$ cat config.mk
export PLATFORM = sky130hd
export DESIGN_NAME = matrix_keypad_key_tracker_flat
export DESIGN_NICKNAME = d
export VERILOG_FILES = /design/src/rtl/core/mkt_pkg.sv /design/src/rtl/core/mkt_in_if.sv /design/src/rtl/core/mkt_out_if.sv /design/src/rtl/core/mkt_cmp.sv /design/src/rtl/core/mkt_evbuf.sv /design/src/rtl/core/matrix_keypad_key_tracker.sv /design/src/flat_wrapper.sv
export SDC_FILE = /design/constraint.sdc
export NUM_CORES = 1
export LEC_CHECK = 0
export BUFFER_PORTS_ARGS = -buffer_cell sky130_fd_sc_hd__buf_2
export CORE_ASPECT_RATIO = 1.5
export CORE_UTILIZATION = 53
export DETAILED_ROUTE_END_ITERATION = 16
export GPL_TIMING_DRIVEN = 0
export PLACE_DENSITY = 0.69
export SYNTH_ARGS = -nofsm -noshare
export SYNTH_HDL_FRONTEND = slang
export SYNTH_SLANG_ARGS = --single-unit
$ cat constraint.sdc
create_clock -name clk -period 7.2 [get_ports clk]
set_input_delay 0.72 -clock clk [delete_from_list [all_inputs] [get_ports clk]]
set_output_delay 0.72 -clock clk [all_outputs]
set_load 0.03 [all_outputs]
$ cat src/rtl/core/mkt_pkg.sv
// shared types and constants of the keypad key tracker
// no dependencies; used by every other file of the block
`timescale 1ns / 1ps
`default_nettype none
package mkt_pkg;

  localparam int TIME_W   = 32;
  localparam int MS_W     = 16;
  localparam int DIM_W    = 3;
  localparam int MATRIX_W = 16;
  localparam int KEY_W    = 4;
  localparam int SLOT_W   = 4;
  localparam int CFG_IDX_W = 3;

  // configuration register indexes
  localparam logic [CFG_IDX_W-1:0] CFG_DEBOUNCE = 3'd0;
  localparam logic [CFG_IDX_W-1:0] CFG_HOLD     = 3'd1;
  localparam logic [CFG_IDX_W-1:0] CFG_ROWS     = 3'd2;
  localparam logic [CFG_IDX_W-1:0] CFG_COLS     = 3'd3;
  localparam logic [CFG_IDX_W-1:0] CFG_SINGLE   = 3'd4;

  // register reset values
  localparam logic [MS_W-1:0]  DEBOUNCE_RST = 16'd10;
  localparam logic [MS_W-1:0]  HOLD_RST     = 16'd300;
  localparam logic [DIM_W-1:0] ROWS_RST     = 3'd4;
  localparam logic [DIM_W-1:0] COLS_RST     = 3'd4;

  typedef enum logic [1:0] {
    KS_IDLE     = 2'd0,
    KS_PRESSED  = 2'd1,
    KS_HOLD     = 2'd2,
    KS_RELEASED = 2'd3
  } key_state_t;

  typedef enum logic [2:0] {
    SQ_IDLE,
    SQ_CHECK,
    SQ_FREE,
    SQ_SEARCH,
    SQ_APPLY,
    SQ_DRAIN
  } seq_state_t;

  typedef struct packed {
    logic [KEY_W-1:0]  key_code;
    key_state_t        new_state;
    logic [SLOT_W-1:0] slot_index;
  } key_event_t;

  typedef struct packed {
    logic push;
    logic start;
  } evbuf_ctl_t;

endpackage
`default_nettype wire

$ cat src/rtl/core/mkt_in_if.sv
// input channel: one item per millisecond tick with the sampled key matrix
// depends on mkt_pkg
`timescale 1ns / 1ps
`default_nettype none
interface mkt_in_if;
  logic                          valid;
  logic                          ready;
  logic [mkt_pkg::MATRIX_W-1:0]  pressed_matrix;

  modport source (output valid, output pressed_matrix, input ready);
  modport sink   (input valid, input pressed_matrix, output ready);
endinterface
`default_nettype wire

$ cat src/rtl/core/mkt_out_if.sv
// result channel: one item per reported key state transition
// depends on mkt_pkg
`timescale 1ns / 1ps
`default_nettype none
interface mkt_out_if;
  logic                         valid;
  logic                         ready;
  logic [mkt_pkg::KEY_W-1:0]    key_code;
  logic [1:0]                   new_state;
  logic [mkt_pkg::SLOT_W-1:0]   slot_index;
  logic                         last_event;

  modport source (output valid, output key_code, output new_state, output slot_index,
                  output last_event, input ready);
  modport sink   (input valid, input key_code, input new_state, input slot_index,
                  input last_event, output ready);
endinterface
`default_nettype wire

$ cat src/rtl/core/mkt_cmp.sv
// shared time unit: elapsed = a - b (mod 2^32), flags elapsed > limit
// depends on mkt_pkg; serves both the debounce and the hold check
`timescale 1ns / 1ps
`default_nettype none
module mkt_cmp (
  input  wire logic [mkt_pkg::TIME_W-1:0] a,
  input  wire logic [mkt_pkg::TIME_W-1:0] b,
  input  wire logic [mkt_pkg::MS_W-1:0]   limit,
  output logic                            gt
);
  logic [mkt_pkg::TIME_W-1:0] elapsed;

  always_comb begin
    elapsed = a - b;
    gt      = elapsed > {{(mkt_pkg::TIME_W - mkt_pkg::MS_W){1'b0}}, limit};
  end
endmodule
`default_nettype wire

$ cat src/rtl/core/mkt_evbuf.sv
// event buffer: collects the items of one scan, then drains them through
// an output register, flagging the final one; depends on mkt_pkg, mkt_out_if
`timescale 1ns / 1ps
`default_nettype none
module mkt_evbuf #(
  parameter int LIST_SLOTS = 10
) (
  input  wire logic                clk,
  input  wire logic                rst_n,
  input  wire mkt_pkg::evbuf_ctl_t ctl,
  input  wire mkt_pkg::key_event_t entry,
  output logic                     busy,
  mkt_out_if.source                out_ch
);
  localparam int CW = $clog2(LIST_SLOTS + 1);
  localparam int EW = (LIST_SLOTS > 1) ? $clog2(LIST_SLOTS) : 1;

  mkt_pkg::key_event_t ev_mem [LIST_SLOTS];
  logic [CW-1:0]       cnt_r;
  logic [CW-1:0]       rd_r;
  logic                draining_r;
  logic                out_vld_r;
  mkt_pkg::key_event_t out_ev_r;
  logic                out_last_r;
  logic                slot_free;
  logic                have_more;
  logic                load;
  logic                finish;

  always_comb begin
    slot_free = out_vld_r == 1'b0 || out_ch.ready == 1'b1;
    have_more = rd_r != cnt_r;
    load      = draining_r && have_more && slot_free;
    finish    = draining_r && !have_more && slot_free;
    busy      = draining_r;
  end

  always_ff @(posedge clk) begin
    if (!rst_n) begin
      cnt_r      <= '0;
      rd_r       <= '0;
      draining_r <= 1'b0;
      out_vld_r  <= 1'b0;
    end else begin
      // items beyond the list size are dropped
      if (ctl.push && cnt_r != CW'(LIST_SLOTS)) begin
        ev_mem[cnt_r[EW-1:0]] <= entry;
        cnt_r <= cnt_r + CW'(1);
      end
      if (ctl.start) begin
        draining_r <= 1'b1;
      end
      if (load) begin
        out_vld_r  <= 1'b1;
        out_ev_r   <= ev_mem[rd_r[EW-1:0]];
        out_last_r <= (rd_r + CW'(1)) == cnt_r;
        rd_r       <= rd_r + CW'(1);
      end else if (out_ch.ready) begin
        out_vld_r <= 1'b0;
      end
      if (finish) begin
        draining_r <= 1'b0;
        cnt_r      <= '0;
        rd_r       <= '0;
      end
    end
  end

  assign out_ch.valid      = out_vld_r;
  assign out_ch.key_code   = out_ev_r.key_code;
  assign out_ch.new_state  = out_ev_r.new_state;
  assign out_ch.slot_index = out_ev_r.slot_index;
  assign out_ch.last_event = out_last_r;
endmodule
`default_nettype wire

$ cat src/rtl/core/matrix_keypad_key_tracker.sv
// Keypad key tracker. One item per tick; the block is not ready while it works on one.
// Ticks without a scan pass only accept and check. A scan: accept, check and freeing of each
// slot, then per scanned key code a search (one slot compared per cycle in the shared search)
// and an apply step for each code that has a slot (at most LIST_SLOTS codes do), then
// the drain of the results, which can stall on the result channel.
// Synchronous active-low reset: registers to defaults, slot list free, timers zero.
// Depends on mkt_pkg, mkt_in_if, mkt_out_if, mkt_cmp, mkt_evbuf.
`timescale 1ns / 1ps
`default_nettype none
module matrix_keypad_key_tracker #(
  parameter int LIST_SLOTS = 10,
  parameter int MAX_ROWS   = 4,
  parameter int MAX_COLS   = 4
) (
  input  wire logic                             clk,
  input  wire logic                             rst_n,
  input  wire logic                             cfg_we,
  input  wire logic [mkt_pkg::CFG_IDX_W-1:0]    cfg_idx,
  input  wire logic [mkt_pkg::MS_W-1:0]         cfg_data,
  mkt_in_if.sink                                in_ch,
  mkt_out_if.source                             out_ch
);
  localparam int SW = (LIST_SLOTS > 1) ? $clog2(LIST_SLOTS) : 1;
  localparam int BW = 7;

  // configuration
  logic [mkt_pkg::MS_W-1:0]  debounce_r;
  logic [mkt_pkg::MS_W-1:0]  hold_r;
  logic [mkt_pkg::DIM_W-1:0] rows_r;
  logic [mkt_pkg::DIM_W-1:0] cols_r;
  logic                      single_r;

  // timers and the latched matrix
  logic [mkt_pkg::TIME_W-1:0]   time_now_r;
  logic [mkt_pkg::TIME_W-1:0]   last_scan_r;
  logic [mkt_pkg::TIME_W-1:0]   hold_start_r;
  logic [mkt_pkg::MATRIX_W-1:0] matrix_r;

  // slot list
  logic                       used_r  [LIST_SLOTS];
  logic [mkt_pkg::KEY_W-1:0]  scode_r [LIST_SLOTS];
  mkt_pkg::key_state_t        sstate_r[LIST_SLOTS];

  // sequencer
  mkt_pkg::seq_state_t        state_r, state_nxt;
  logic [SW-1:0]              idx_r;
  logic                       hit_r;
  logic [SW-1:0]              hit_idx_r;
  logic                       free_r;
  logic [SW-1:0]              free_idx_r;
  logic [mkt_pkg::DIM_W-1:0]  row_r;
  logic [mkt_pkg::DIM_W-1:0]  col_r;
  logic [mkt_pkg::KEY_W-1:0]  code_r;

  logic [mkt_pkg::DIM_W-1:0]  rows_eff;
  logic [mkt_pkg::DIM_W-1:0]  cols_eff;
  logic [BW-1:0]              bit_idx;
  logic                       closed;
  logic                       idx_last;
  logic                       col_last;
  logic                       code_last;
  logic                       cur_hit;
  logic                       cur_free;
  logic                       hit_any;
  logic                       free_any;
  logic [SW-1:0]              hit_sel;
  logic [SW-1:0]              free_sel;
  mkt_pkg::key_state_t        cur_st;
  mkt_pkg::key_state_t        new_st;
  logic                       move;
  logic                       hold_load;

  logic [mkt_pkg::TIME_W-1:0] cmp_b;
  logic [mkt_pkg::MS_W-1:0]   cmp_limit;
  logic                       cmp_gt;
  logic                       in_accept;
  mkt_pkg::evbuf_ctl_t        ev_ctl;
  mkt_pkg::key_event_t        ev_entry;
  logic                       ev_busy;

  mkt_cmp u_cmp (
    .a     (time_now_r),
    .b     (cmp_b),
    .limit (cmp_limit),
    .gt    (cmp_gt)
  );

  mkt_evbuf #(.LIST_SLOTS(LIST_SLOTS)) u_evbuf (
    .clk    (clk),
    .rst_n  (rst_n),
    .ctl    (ev_ctl),
    .entry  (ev_entry),
    .busy   (ev_busy),
    .out_ch (out_ch)
  );

  // scan geometry and the per-slot search
  always_comb begin
    rows_eff  = (rows_r > MAX_ROWS) ? mkt_pkg::DIM_W'(MAX_ROWS) : rows_r;
    cols_eff  = (cols_r > MAX_COLS) ? mkt_pkg::DIM_W'(MAX_COLS) : cols_r;
    bit_idx   = BW'(row_r) * BW'(MAX_COLS) + BW'(col_r);
    closed    = (bit_idx < BW'(mkt_pkg::MATRIX_W)) && matrix_r[bit_idx[3:0]];
    col_last  = (col_r + 3'd1) == cols_eff;
    code_last = col_last && ((row_r + 3'd1) == rows_eff);
    idx_last  = idx_r == SW'(LIST_SLOTS - 1);
    cur_hit   = used_r[idx_r] && scode_r[idx_r] == code_r;
    cur_free  = !used_r[idx_r];
    hit_any   = hit_r || cur_hit;
    free_any  = free_r || cur_free;
    hit_sel   = hit_r ? hit_idx_r : idx_r;
    free_sel  = free_r ? free_idx_r : idx_r;
  end

  // key state step of the selected slot; hold is tested before release
  always_comb begin
    cur_st    = sstate_r[idx_r];
    new_st    = cur_st;
    move      = 1'b0;
    hold_load = 1'b0;
    case (cur_st)
      mkt_pkg::KS_IDLE: begin
        if (closed) begin
          new_st    = mkt_pkg::KS_PRESSED;
          move      = 1'b1;
          hold_load = 1'b1;
        end
      end
      mkt_pkg::KS_PRESSED: begin
        if (cmp_gt) begin
          new_st = mkt_pkg::KS_HOLD;
          move   = 1'b1;
        end else if (!closed) begin
          new_st = mkt_pkg::KS_RELEASED;
          move   = 1'b1;
        end
      end
      mkt_pkg::KS_HOLD: begin
        if (!closed) begin
          new_st = mkt_pkg::KS_RELEASED;
          move   = 1'b1;
        end
      end
      default: begin
        new_st = mkt_pkg::KS_IDLE;
        move   = 1'b1;
      end
    endcase
  end

  // next state
  always_comb begin
    state_nxt = state_r;
    case (state_r)
      mkt_pkg::SQ_IDLE: begin
        if (in_ch.valid) state_nxt = mkt_pkg::SQ_CHECK;
      end
      mkt_pkg::SQ_CHECK: begin
        state_nxt = cmp_gt ? mkt_pkg::SQ_FREE : mkt_pkg::SQ_IDLE;
      end
      mkt_pkg::SQ_FREE: begin
        if (idx_last) begin
          if (rows_eff == '0 || cols_eff == '0) state_nxt = mkt_pkg::SQ_DRAIN;
          else                                  state_nxt = mkt_pkg::SQ_SEARCH;
        end
      end
      mkt_pkg::SQ_SEARCH: begin
        if (idx_last) begin
          if (hit_any || (closed && free_any)) state_nxt = mkt_pkg::SQ_APPLY;
          else if (code_last)                  state_nxt = mkt_pkg::SQ_DRAIN;
        end
      end
      mkt_pkg::SQ_APPLY: begin
        state_nxt = code_last ? mkt_pkg::SQ_DRAIN : mkt_pkg::SQ_SEARCH;
      end
      mkt_pkg::SQ_DRAIN: begin
        if (!ev_busy) state_nxt = mkt_pkg::SQ_IDLE;
      end
      default: state_nxt = mkt_pkg::SQ_IDLE;
    endcase
  end

  // outputs of the sequencer
  always_comb begin
    in_ch.ready  = state_r == mkt_pkg::SQ_IDLE;
    in_accept    = in_ch.valid && in_ch.ready;
    cmp_b        = (state_r == mkt_pkg::SQ_CHECK) ? last_scan_r : hold_start_r;
    cmp_limit    = (state_r == mkt_pkg::SQ_CHECK) ? debounce_r : hold_r;
    ev_ctl.push  = state_r == mkt_pkg::SQ_APPLY && move &&
                   (!single_r || idx_r == '0);
    ev_ctl.start = state_nxt == mkt_pkg::SQ_DRAIN && state_r != mkt_pkg::SQ_DRAIN;
    ev_entry.key_code   = code_r;
    ev_entry.new_state  = new_st;
    ev_entry.slot_index = mkt_pkg::SLOT_W'(idx_r);
  end

  always_ff @(posedge clk) begin
    if (!rst_n) begin
      debounce_r   <= mkt_pkg::DEBOUNCE_RST;
      hold_r       <= mkt_pkg::HOLD_RST;
      rows_r       <= mkt_pkg::ROWS_RST;
      cols_r       <= mkt_pkg::COLS_RST;
      single_r     <= 1'b0;
      time_now_r   <= '0;
      last_scan_r  <= '0;
      hold_start_r <= '0;
      state_r      <= mkt_pkg::SQ_IDLE;
      idx_r        <= '0;
      hit_r        <= 1'b0;
      free_r       <= 1'b0;
      for (int i = 0; i < LIST_SLOTS; i++) begin
        used_r[i]   <= 1'b0;
        scode_r[i]  <= '0;
        sstate_r[i] <= mkt_pkg::KS_IDLE;
      end
    end else begin
      state_r <= state_nxt;
      if (cfg_we) begin
        case (cfg_idx)
          mkt_pkg::CFG_DEBOUNCE: debounce_r <= cfg_data;
          mkt_pkg::CFG_HOLD:     hold_r     <= cfg_data;
          mkt_pkg::CFG_ROWS:     rows_r     <= cfg_data[mkt_pkg::DIM_W-1:0];
          mkt_pkg::CFG_COLS:     cols_r     <= cfg_data[mkt_pkg::DIM_W-1:0];
          mkt_pkg::CFG_SINGLE:   single_r   <= cfg_data[0];
          default: ;
        endcase
      end
      case (state_r)
        mkt_pkg::SQ_IDLE: begin
          if (in_accept) begin
            time_now_r <= time_now_r + 32'd1;
            matrix_r   <= in_ch.pressed_matrix;
          end
        end
        mkt_pkg::SQ_CHECK: begin
          if (cmp_gt) last_scan_r <= time_now_r;
          idx_r <= '0;
        end
        mkt_pkg::SQ_FREE: begin
          // idle slots give up their key
          if (!used_r[idx_r] || sstate_r[idx_r] == mkt_pkg::KS_IDLE) begin
            used_r[idx_r]   <= 1'b0;
            scode_r[idx_r]  <= '0;
            sstate_r[idx_r] <= mkt_pkg::KS_IDLE;
          end
          idx_r  <= idx_last ? '0 : idx_r + SW'(1);
          row_r  <= '0;
          col_r  <= '0;
          code_r <= '0;
          hit_r  <= 1'b0;
          free_r <= 1'b0;
        end
        mkt_pkg::SQ_SEARCH: begin
          if (!idx_last) begin
            hit_r      <= hit_any;
            hit_idx_r  <= hit_sel;
            free_r     <= free_any;
            free_idx_r <= free_sel;
            idx_r      <= idx_r + SW'(1);
          end else if (hit_any) begin
            idx_r <= hit_sel;
          end else if (closed && free_any) begin
            // new key claims the first free slot
            idx_r              <= free_sel;
            used_r[free_sel]   <= 1'b1;
            scode_r[free_sel]  <= code_r;
            sstate_r[free_sel] <= mkt_pkg::KS_IDLE;
          end else begin
            idx_r  <= '0;
            hit_r  <= 1'b0;
            free_r <= 1'b0;
            code_r <= code_r + 4'd1;
            if (col_last) begin
              col_r <= '0;
              row_r <= row_r + 3'd1;
            end else begin
              col_r <= col_r + 3'd1;
            end
          end
        end
        mkt_pkg::SQ_APPLY: begin
          if (move) sstate_r[idx_r] <= new_st;
          if (hold_load) hold_start_r <= time_now_r;
          idx_r  <= '0;
          hit_r  <= 1'b0;
          free_r <= 1'b0;
          code_r <= code_r + 4'd1;
          if (col_last) begin
            col_r <= '0;
            row_r <= row_r + 3'd1;
          end else begin
            col_r <= col_r + 3'd1;
          end
        end
        default: ;
      endcase
    end
  end
endmodule
`default_nettype wire

$ cat src/flat_wrapper.sv
// flat-port wrapper written by rule: the top's interface ports become plain ports
module matrix_keypad_key_tracker_flat 
#(
  parameter int LIST_SLOTS = 10,
  parameter int MAX_ROWS   = 4,
  parameter int MAX_COLS   = 4
)
  (clk, rst_n, cfg_we, cfg_idx, cfg_data, in_ch_valid, in_ch_pressed_matrix, in_ch_ready, out_ch_valid, out_ch_key_code, out_ch_new_state, out_ch_slot_index, out_ch_last_event, out_ch_ready);
  mkt_in_if in_ch_i ();
  mkt_out_if out_ch_i ();
  input  wire logic clk;
  input  wire logic rst_n;
  input  wire logic cfg_we;
  input  wire logic [mkt_pkg::CFG_IDX_W-1:0] cfg_idx;
  input  wire logic [mkt_pkg::MS_W-1:0] cfg_data;
  input wire logic [$bits(in_ch_i.valid)-1:0] in_ch_valid;
  input wire logic [$bits(in_ch_i.pressed_matrix)-1:0] in_ch_pressed_matrix;
  output wire logic [$bits(in_ch_i.ready)-1:0] in_ch_ready;
  output wire logic [$bits(out_ch_i.valid)-1:0] out_ch_valid;
  output wire logic [$bits(out_ch_i.key_code)-1:0] out_ch_key_code;
  output wire logic [$bits(out_ch_i.new_state)-1:0] out_ch_new_state;
  output wire logic [$bits(out_ch_i.slot_index)-1:0] out_ch_slot_index;
  output wire logic [$bits(out_ch_i.last_event)-1:0] out_ch_last_event;
  input wire logic [$bits(out_ch_i.ready)-1:0] out_ch_ready;
  assign in_ch_i.valid = in_ch_valid;
  assign in_ch_i.pressed_matrix = in_ch_pressed_matrix;
  assign in_ch_ready = in_ch_i.ready;
  assign out_ch_valid = out_ch_i.valid;
  assign out_ch_key_code = out_ch_i.key_code;
  assign out_ch_new_state = out_ch_i.new_state;
  assign out_ch_slot_index = out_ch_i.slot_index;
  assign out_ch_last_event = out_ch_i.last_event;
  assign out_ch_i.ready = out_ch_ready;
  matrix_keypad_key_tracker #(.LIST_SLOTS(LIST_SLOTS), .MAX_ROWS(MAX_ROWS), .MAX_COLS(MAX_COLS)) u_core (.clk(clk), .rst_n(rst_n), .cfg_we(cfg_we), .cfg_idx(cfg_idx), .cfg_data(cfg_data), .in_ch(in_ch_i), .out_ch(out_ch_i));
endmodule
==> out/results.tsv, run 1 <==
metric	value	unit
outcome	complete, no violations	
dr.first_iter.drc_count	949	
syn2layout_area_growth	11.4	%
synth_top_cell_by_area	edfxtp_1	
slowest_delay	470	ps
start_util	53.6	%
max_clock_freq	146	MHz
crit_required	7460	ps
r2r_cells	23	
grt_max_degree	20	
gp_congestion	0.926	
hold_depth	1	
cts_tree	done	
total_power	5.75	mW
clk_path_buf_depth	3	
p_leak	8.22	nW
hp-start	in_ch_pressed_matrix[11]	
min_path_type	input pin to register	
arrival	7090	ps
wl_per_cell	21.3	um
synth_compound_area_share	11.3	%
grt_antenna_before_repair	4	
die-width	165	um
clk_latency	550	ps
synth_most_common_cell	edfxtp_1	
r2r_start	u_core.state_r[0]$_SDFF_PN0_	
synthFlopType	edfxtp_1	
worst-setup-path-type	register to register	
htree_levels	2	
setup_ws	373	ps
crit_path_start_kind	register	
relSlewSlack	14.8	%
clock_skew	19.8	ps
pre_cts_ws	-834	ps
first_pass_iters	5	
hold_violations	0	
drc_errors	0	
cts-root-buf	clkbuf_16	
hpwl	40300	um
yosysUniqueCellTypes	101	
synth_top_family_by_area	simple AND/OR/NAND/NOR gates	
vdd_drop_max	0.244	mV
cts.sinks	415	
n_fill_cell	3249	
fin_area	23500	um^2
synth_edf_count	248	
syn_area_per_cell	11.1	um^2
tightest_slew	1280	ps
synthTopCellsByCount	edfxtp_1 (248), nand2_1 (233), dfxtp_1 (167)	
r2r_end	u_core.u_evbuf.ev_mem[4][5]$_DFFE_PP_	
crit_fanout	10	
holdPathEnd	u_core.matrix_r[11]$_DFFE_PP_	
rsz0062_at_grt	no	
crit_chain	nor3b_2 > clkbuf_2 > buf_2 > mux2i_1 > ha_1 > a21o_1 > a221o_1 > a21boi_1 > o21ai_0 > xor2_1 > ha_1 > nand2_1 > o21ai_0 > a221oi_1 > a21oi_1 > a41oi_1 > nand3_1 > nor4_1 > and4_1 > nor2_1 > nand2_4 > nor4_4 > buf_4	
synth_xor_area_share	3.03	%
core_region_area	39300	um^2
ios	53	
fin_crit	6830	ps
seqCellArea	10800	um^2
cap_violations	0	
die-area	40600	um^2
synthAdderAreaFrac	3.71	%
yosys_warnings	0	
ys_top_cells_by_area	edfxtp_1 (35%), dfxtp_1 (16%), mux4_2 (5.8%)	
postRouteAntennaNets	0	
path_clk_slew	60	ps
drive_above_1_share	13.2	%
synth-async-reset-ratio	0	%
routed_via_density	5.97	
syn-num-nets	2005	
syn_area	21100	um^2
yosysSeqAreaShare	51.2	%
multi_input_area	9810	um^2
slew_violations	0	
setup_viol	0	
fin_util	59.8	%
fin_crit_sh	94.8	%
num_rows	89	
synthCells	1903	
synth.area.mux_share	11.9	%
grt_use_total	27.3	%
grt_pass1_wl	84300	um
r2r_slack	370	ps
vias	15171	
dieHeight	246	um
gr-total-overflow	0	
port_buffers	52	
crit_path_top_delay_cell	a221o_1	
yosysTopAreaCellShare	35.3	%
postPlaceCellArea	22100	um^2
nets	2110	
synthSimpleGateAreaFrac	15.9	%
grt_pass1_vias	15523	
routed_wl	54100	um
cts_buffers	39	
synth-seq-cells	415	
fin_tns_setup	0	ps
worstSetupEndpointType	register	
power_density	245	nW/um^2
## critical path, delay by kind of cell (launching register included)
kind	cells	cell delay, ps
AO/OA/AOI/OAI	8	1930
XOR/XNOR	1	240
adder cells (fa/ha/maj)	2	670
buffers and inverters	3	1060
flip-flops	1	380
multiplexers	1	300
AND/OR/NAND/NOR	8	1950
## cells in the final DEF, fill, tap and decap left out, drive strengths merged, types with 4 or more instances in the layout
cell / n
edfxtp: 248
nand2: 237
dfxtp: 167
nor2: 130
clkbuf: 129
mux2i: 121
buf: 87
o21ai: 82
a21oi: 76
a21boi: 74
nor2b: 66
ha: 61
mux4: 54
xnor2: 51
nor3: 50
inv: 50
and2: 39
nand3: 35
nand4: 32
xor2: 22
and3: 15
a211oi: 15
or3: 14
o21a: 12
a31oi: 11
nand2b: 10
a22oi: 10
and4: 9
nor4: 9
clkinv: 9
o211ai: 8
mux2: 7
nor4b: 7
a21o: 6
or2: 6
nor3b: 6
o22ai: 4
nand3b: 4
clkinvlp: 4
## logic make-up (layout without fill, tap and decap cells)
| family | after synthesis | after routing |
|---|---|---|
| AO/OA/AOI/OAI | 347 | 347 |
| XOR/XNOR | 73 | 73 |
| AND/OR/NAND/NOR | 677 | 677 |
| adder cells (fa/ha/maj) | 62 | 62 |
| other | 0 | 3 |
| multiplexers | 182 | 182 |
| buffers and inverters | 147 | 282 |
| flip-flops | 415 | 415 |
## power breakdown
group          switching, mW  internal (mW)
sequential            0.0739           2.62
combinational          0.610          0.396
clock                  0.904           1.15
## flip-flops by register name, summed over array words and instances, names as in the netlist, 16 cells and up, named ones only
| signal | cells |
|---|---|
| u_core.debounce_r | 16 |
| u_core.hold_r | 16 |
| u_core.hold_start_r | 32 |
| u_core.last_scan_r | 32 |
| u_core.matrix_r | 16 |
| u_core.scode_r | 64 |
| u_core.sstate_r | 32 |
| u_core.time_now_r | 32 |
| u_core.u_evbuf.ev_mem | 100 |
| u_core.used_r | 16 |
## cell type report
cell class	instances	share of cell area [%]
diodes	3	0.0320
plain buffers	98	1.93
clock buffers	55	4.67
clock inverters	16	0.708
inverters	49	0.783
multi-input cells	1341	41.8
flip-flops and latches	415	45.9
well taps	500	2.66
repair buffers	64	1.49
## per-stage QoR
step	cells	hold WS (ps)
3_3_place_gp	2455	447
5_1_grt	2540	332
3_5_place_dp	2465	449
6_report	2541	341
2_1_floorplan	1903	431
4_1_cts	2536	323
## what timing repair did
| item | CTS | global route |
|---|---|---|
| endpoints found under the setup margin | 205 | 110 |
| pin swaps | 0 | 2 |
| hold buffers | 0 | 0 |
| resized for setup | 7 | 13 |
| buffers inserted | 0 | 2 |
## worst max path at each step
stage	startpoint	to	cells past startpoint
2_1_floorplan	u_core.state_r[2]$_SDFF_PN0_	u_core.u_evbuf.ev_mem[2][0]$_DFFE_PP_	22
3_3_place_gp	u_core.state_r[0]$_SDFF_PN0_	u_core.u_evbuf.ev_mem[2][5]$_DFFE_PP_	22
3_5_place_dp	u_core.state_r[0]$_SDFF_PN0_	u_core.u_evbuf.ev_mem[2][5]$_DFFE_PP_	23
4_1_cts	u_core.state_r[0]$_SDFF_PN0_	u_core.u_evbuf.ev_mem[8][5]$_DFFE_PP_	23
5_1_grt	u_core.state_r[0]$_SDFF_PN0_	u_core.sstate_r[8][1]$_SDFFCE_PN0P_	21
6_report	u_core.state_r[0]$_SDFF_PN0_	u_core.u_evbuf.ev_mem[4][5]$_DFFE_PP_	23
## per-layer routing
layer,up-vias,wire length [um],track usage (%)
met1,7439,20100,29.3
li1,7193,-,-
met5,-,12,0
met4,2,3010,16.1
met2,373,29000,50.7
met3,164,1920,3.22
Power figures use the tool's default switching activity.
==> run 2, diff against run 1 <==
- CORE_MARGIN: default -> 10
- clock period: 7.2 -> 8.25 ns (I/O delays scaled with it)
==> run 2 against run 1 <==
Effect of this change:
- routed wire length up 0.28%
- clock skew rose by 1.3 ps
- non-clock buffer count shrank 2
- largest cell class unchanged
- core utilization fell by 0.054 points
- largest power group unchanged
- critical path depth unchanged
==> out/results.tsv, run 2 (same netlist as run 1, synthesis figures left out) <==
metric	value	unit
outcome	complete, no violations	
r2r_start	u_core.state_r[0]$_SDFF_PN0_	
grt_pass1_wl	86400	um
fin_tns_setup	0	ps
cts_tree	done	
pre_cts_ws	279	ps
cts.sinks	415	
nets	2108	
wl_per_cell	21.4	um
power_density	217	nW/um^2
numPlacedInstances	2465	
crit_start	u_core.state_r[0]$_SDFF_PN0_	
fin_hold_ws	448	ps
dr.first_iter.drc_count	1038	
syn2layout_area_growth	11.3	%
fin_crit_sh	93.0	%
mostFrequentLayoutCell	edfxtp_1	
first_pass_iters	5	
ios	53	
min_path_type	input pin to register	
r2r_slack	580	ps
slowest_delay	670	ps
hp-start	in_ch_pressed_matrix[2]	
worstSetupEndpointType	register	
slew_violations	0	
grt_use_total	22.3	%
crit_path_start_kind	register	
num_rows	89	
port_buffers	52	
core_region_area	39300	um^2
grt_max_degree	20	
htree_levels	2	
postRouteAntennaNets	0	
seqCellArea	10800	um^2
hpwl	41000	um
dieHeight	264	um
cap_violations	0	
drc_errors	0	
layout_common_cells	edfxtp_1 (248), nand2_1 (233), dfxtp_1 (167)	
diodes	0	
hold_violations	0	
crit_required	8500	ps
largest_register_ffs	100	
final_cell_count_no_fill	2537	
routed_wl	54300	um
vias	15012	
tightest_slew	1300	ps
grt_pass1_vias	15520	
clk_path_buf_depth	3	
clock_skew	21.2	ps
worst-setup-path-type	register to register	
vdd_drop_max	0.188	mV
routed_via_density	5.92	
critPathBufInv	3	
crit_path_top_delay_cell	nor3b_1	
cts-root-buf	clkbuf_16	
die-area	48300	um^2
start_util	53.6	%
cp_top_family	simple AND/OR/NAND/NOR gates	
path_clk_slew	60	ps
cts_buffers	39	
n_fill_cell	3228	
p_leak	8.23	nW
gp_congestion	0.967	
die-width	183	um
gr-total-overflow	0	
relSlewSlack	13.1	%
clk_latency	560	ps
setup_ws	579	ps
fin_crit	7670	ps
multi_input_area	9740	um^2
rsz0062_at_grt	no	
drive_above_1_share	13.0	%
crit_chain	nor3b_1 > clkbuf_1 > clkbuf_2 > mux2i_1 > ha_1 > a21o_1 > a221o_1 > a21boi_1 > o21ai_0 > xor2_1 > ha_1 > nand2_1 > o21ai_0 > a221oi_1 > a21oi_1 > a41oi_1 > nand3_1 > nor4_1 > and4_1 > nor2_1 > nand2_1 > nor4b_2 > buf_4	
grt_antenna_before_repair	1	
setup_viol	0	
crit_fanout	10	
cts-hold-fix-buffers	0	
max_clock_freq	130	MHz
arrival	7920	ps
run 2: area by class of cell:
| class | count | area share [%] |
|---|---|---|
| timing repair buffer | 62 | 1.46 |
| clock inverter | 23 | 1.11 |
| sequential | 415 | 46.0 |
| clock buffer | 49 | 4.58 |
| inverter | 49 | 0.784 |
| buffer | 98 | 1.90 |
| tap | 500 | 2.67 |
| multi-input combinational | 1341 | 41.5 |
run 2: worst reg2reg max path, stage by stage (launching register included):
cell and delay, ps:
dfxtp_1 370, nor3b_1 670, clkbuf_1 600, clkbuf_2 490
mux2i_1 300, ha_1 330, a21o_1 200, a221o_1 470
a21boi_1 330, o21ai_0 340, xor2_1 250, ha_1 350
nand2_1 50, o21ai_0 150, a221oi_1 120, a21oi_1 170
a41oi_1 60, nand3_1 140, nor4_1 60, and4_1 250
nor2_1 270, nand2_1 410, nor4b_2 680, buf_4 300
run 2: per-stage QoR:
stage          power (mW)  area, um^2  util (%)
2_1_floorplan        3.00       21100         -
3_3_place_gp         3.25       22000      55.9
3_5_place_dp         3.26       22100      56.3
4_1_cts              5.14       23400      59.7
5_1_grt              5.29       23500      59.7
6_report             5.10       23500      59.7
run 2: what timing repair did:
action                                  4_1_cts  5_1_grt
buffers inserted                              0        0
endpoints found under the setup margin        0       57
gates resized for setup                       0        5
run 2: power by group:
group / internal, mW / leakage [nW] / switching [mW]
clock: 1.09 / 0.655 / 0.794
combinational: 0.344 / 3.93 / 0.525
sequential: 2.28 / 3.65 / 0.0645
total: 3.72 / 8.23 / 1.38
run 2: path summary, 6_finish.rpt:
| check | cells after the start | end |
|---|---|---|
| setup / recovery | 23 | u_core.u_evbuf.ev_mem[8][4]$_DFFE_PP_ |
| hold / removal | 1 | u_core.matrix_r[2]$_DFFE_PP_ |
| setup reg to reg | 23 | u_core.u_evbuf.ev_mem[8][4]$_DFFE_PP_ |
| hold reg to reg | 2 | u_core.used_r[2]$_DFF_P_ |
run 2: routing by layer:
| metal | global-route usage [%] | part of all wire (%) |
|---|---|---|
| met5 | 0 | 0 |
| met4 | 8.11 | 3.4 |
| met3 | 2.54 | 3.6 |
| met2 | 42.5 | 56 |
| met1 | 24.8 | 37 |
==> run 3, diff against run 2 <==
- REMOVE_ABC_BUFFERS: default -> 1
==> run 3 against run 2 <==
Effect of this change:
- fmax grew 2.4%
- clock-buffer cell count grew 3
- non-clock buffer count shrank 86
- design area shrank 1.0%
- largest power group unchanged
- clock power shrank 3%
- critical path depth grew 1
==> out/results.tsv, run 3 (same netlist as run 1, synthesis figures left out) <==
metric	value	unit
min_path_type	input pin to register	
die-area	48300	um^2
routed_via_density	5.98	
routed_wl	50400	um
crit_required	8520	ps
nets	2022	
diodes	0	
relSlewSlack	15.2	%
ctsResizeCount	0	
worstSetupEndpointType	register	
cts.sinks	415	
first_pass_iters	5	
wl_per_cell	20.6	um
num_rows	89	
ios	53	
grt_max_degree	102	
rsz0062_at_grt	no	
tightest_slew	1270	ps
setup_viol	0	
n_fill_cell	3271	
fin_tns_setup	0	ps
postPlaceCellArea	21900	um^2
gp_congestion	0.913	
total_power	5.02	mW
fin_hold_ws	450	ps
outcome	complete, no violations	
final_cell_count_no_fill	2450	
vias	14657	
grt_use_total	20.6	%
numPlacedInstances	2379	
p_leak	8.14	nW
dr.first_iter.drc_count	987	
cts-hold-fix-buffers	0	
arrival	7760	ps
largest_register_ffs	100	
wl_met1	18700	um
clk_path_buf_depth	3	
seqCellArea	10800	um^2
clk_latency	550	ps
cts-root-buf	clkbuf_16	
cts_buffers	39	
cts_setup_buffers	0	
htree_levels	2	
die-width	183	um
multi_input_area	9760	um^2
cts_tree	done	
fin_area	23200	um^2
fin_crit	7490	ps
hpwl	36800	um
top_layer	met4	
crit_path_start_kind	register	
hold_violations	0	
worst-setup-path-type	register to register	
setup_ws	756	ps
dieHeight	264	um
postRouteAntennaNets	0	
wl_met3	2050	um
dr_wl_met2	27400	um
grt_antenna_before_repair	0	
port_buffers	52	
syn2layout_area_growth	10.2	%
crit_fanout	13	
clock_skew	18.5	ps
max_clock_freq	133	MHz
grt_pass1_vias	15039	
grt_pass1_wl	80500	um
cap_violations	0	
core_region_area	39300	um^2
slew_violations	0	
pre_cts_ws	760	ps
drive_above_1_share	13.4	%
mostFrequentLayoutCell	edfxtp_1	
fin_crit_sh	90.8	%
path_clk_slew	70	ps
vdd_drop_max	0.178	mV
start_util	53.6	%
gr-total-overflow	0	
layout_common_cells	edfxtp_1 (248), nand2_1 (233), dfxtp_1 (164)	
drc_errors	0	
fin_util	59.1	%
power_density	216	nW/um^2
-- run 3: cell types whose count changed in the layout (fill, tap and decap cells not counted), sizes merged --
cell | before | now
clkbuf | 125 | 52
buf | 84 | 74
clkinvlp | 2 | 0
bufinv | 5 | 4
inv | 49 | 48
-- run 3: layout make-up --
cell class | instances | share of cell area, %
repair buffers | 74 | 2.44
multi-input cells | 1341 | 42.0
inverters | 49 | 0.792
well taps | 500 | 2.69
clock inverters | 19 | 0.926
clock buffers | 52 | 4.67
flip-flops and latches | 415 | 46.5
-- run 3: path summary, 6_finish.rpt --
kind                            cells after the start                                     to                                  from  slack (ps)
worst max-delay path                               24  u_core.u_evbuf.ev_mem[9][1]$_DFFE_PP_          u_core.state_r[0]$_SDFF_PN0_         760
worst min-delay path                                1           u_core.matrix_r[4]$_DFFE_PP_               in_ch_pressed_matrix[4]         450
worst min register to register                      2   u_core.hold_start_r[11]$_SDFFE_PN0P_  u_core.hold_start_r[11]$_SDFFE_PN0P_         460
worst max register to register                     24  u_core.u_evbuf.ev_mem[9][1]$_DFFE_PP_          u_core.state_r[0]$_SDFF_PN0_         760
-- run 3: critical path, cell delays in order (launching register included) --
cell and delay [ps]:
dfxtp_1 550, nor3b_2 760, buf_6 260, mux2_2 170
ha_1 160, inv_1 50, fa_1 400, a21o_1 230
a221o_1 410, a21boi_1 420, o21ai_0 330, xor2_1 240
ha_1 340, nand2_1 50, o21ai_0 190, a221oi_1 150
a21oi_1 160, a41oi_1 60, nand3_1 160, nor4_1 70
and4_1 240, nor2_1 270, nand2_1 360, nor4b_2 930
buf_6 240
-- run 3: layer usage --
| layer | up-vias | GRT usage, % |
|---|---|---|
| li1 | 7016 | - |
| met1 | 7176 | 22.4 |
| met2 | 350 | 38.3 |
| met3 | 115 | 2.85 |
| met4 | 0 | 9.34 |
| met5 | - | 0 |
-- run 3: power by group --
group	switching, mW	total (mW)	internal [mW]
clock	0.767	1.82	1.06
sequential	0.0889	2.37	2.28
combinational	0.478	0.818	0.340
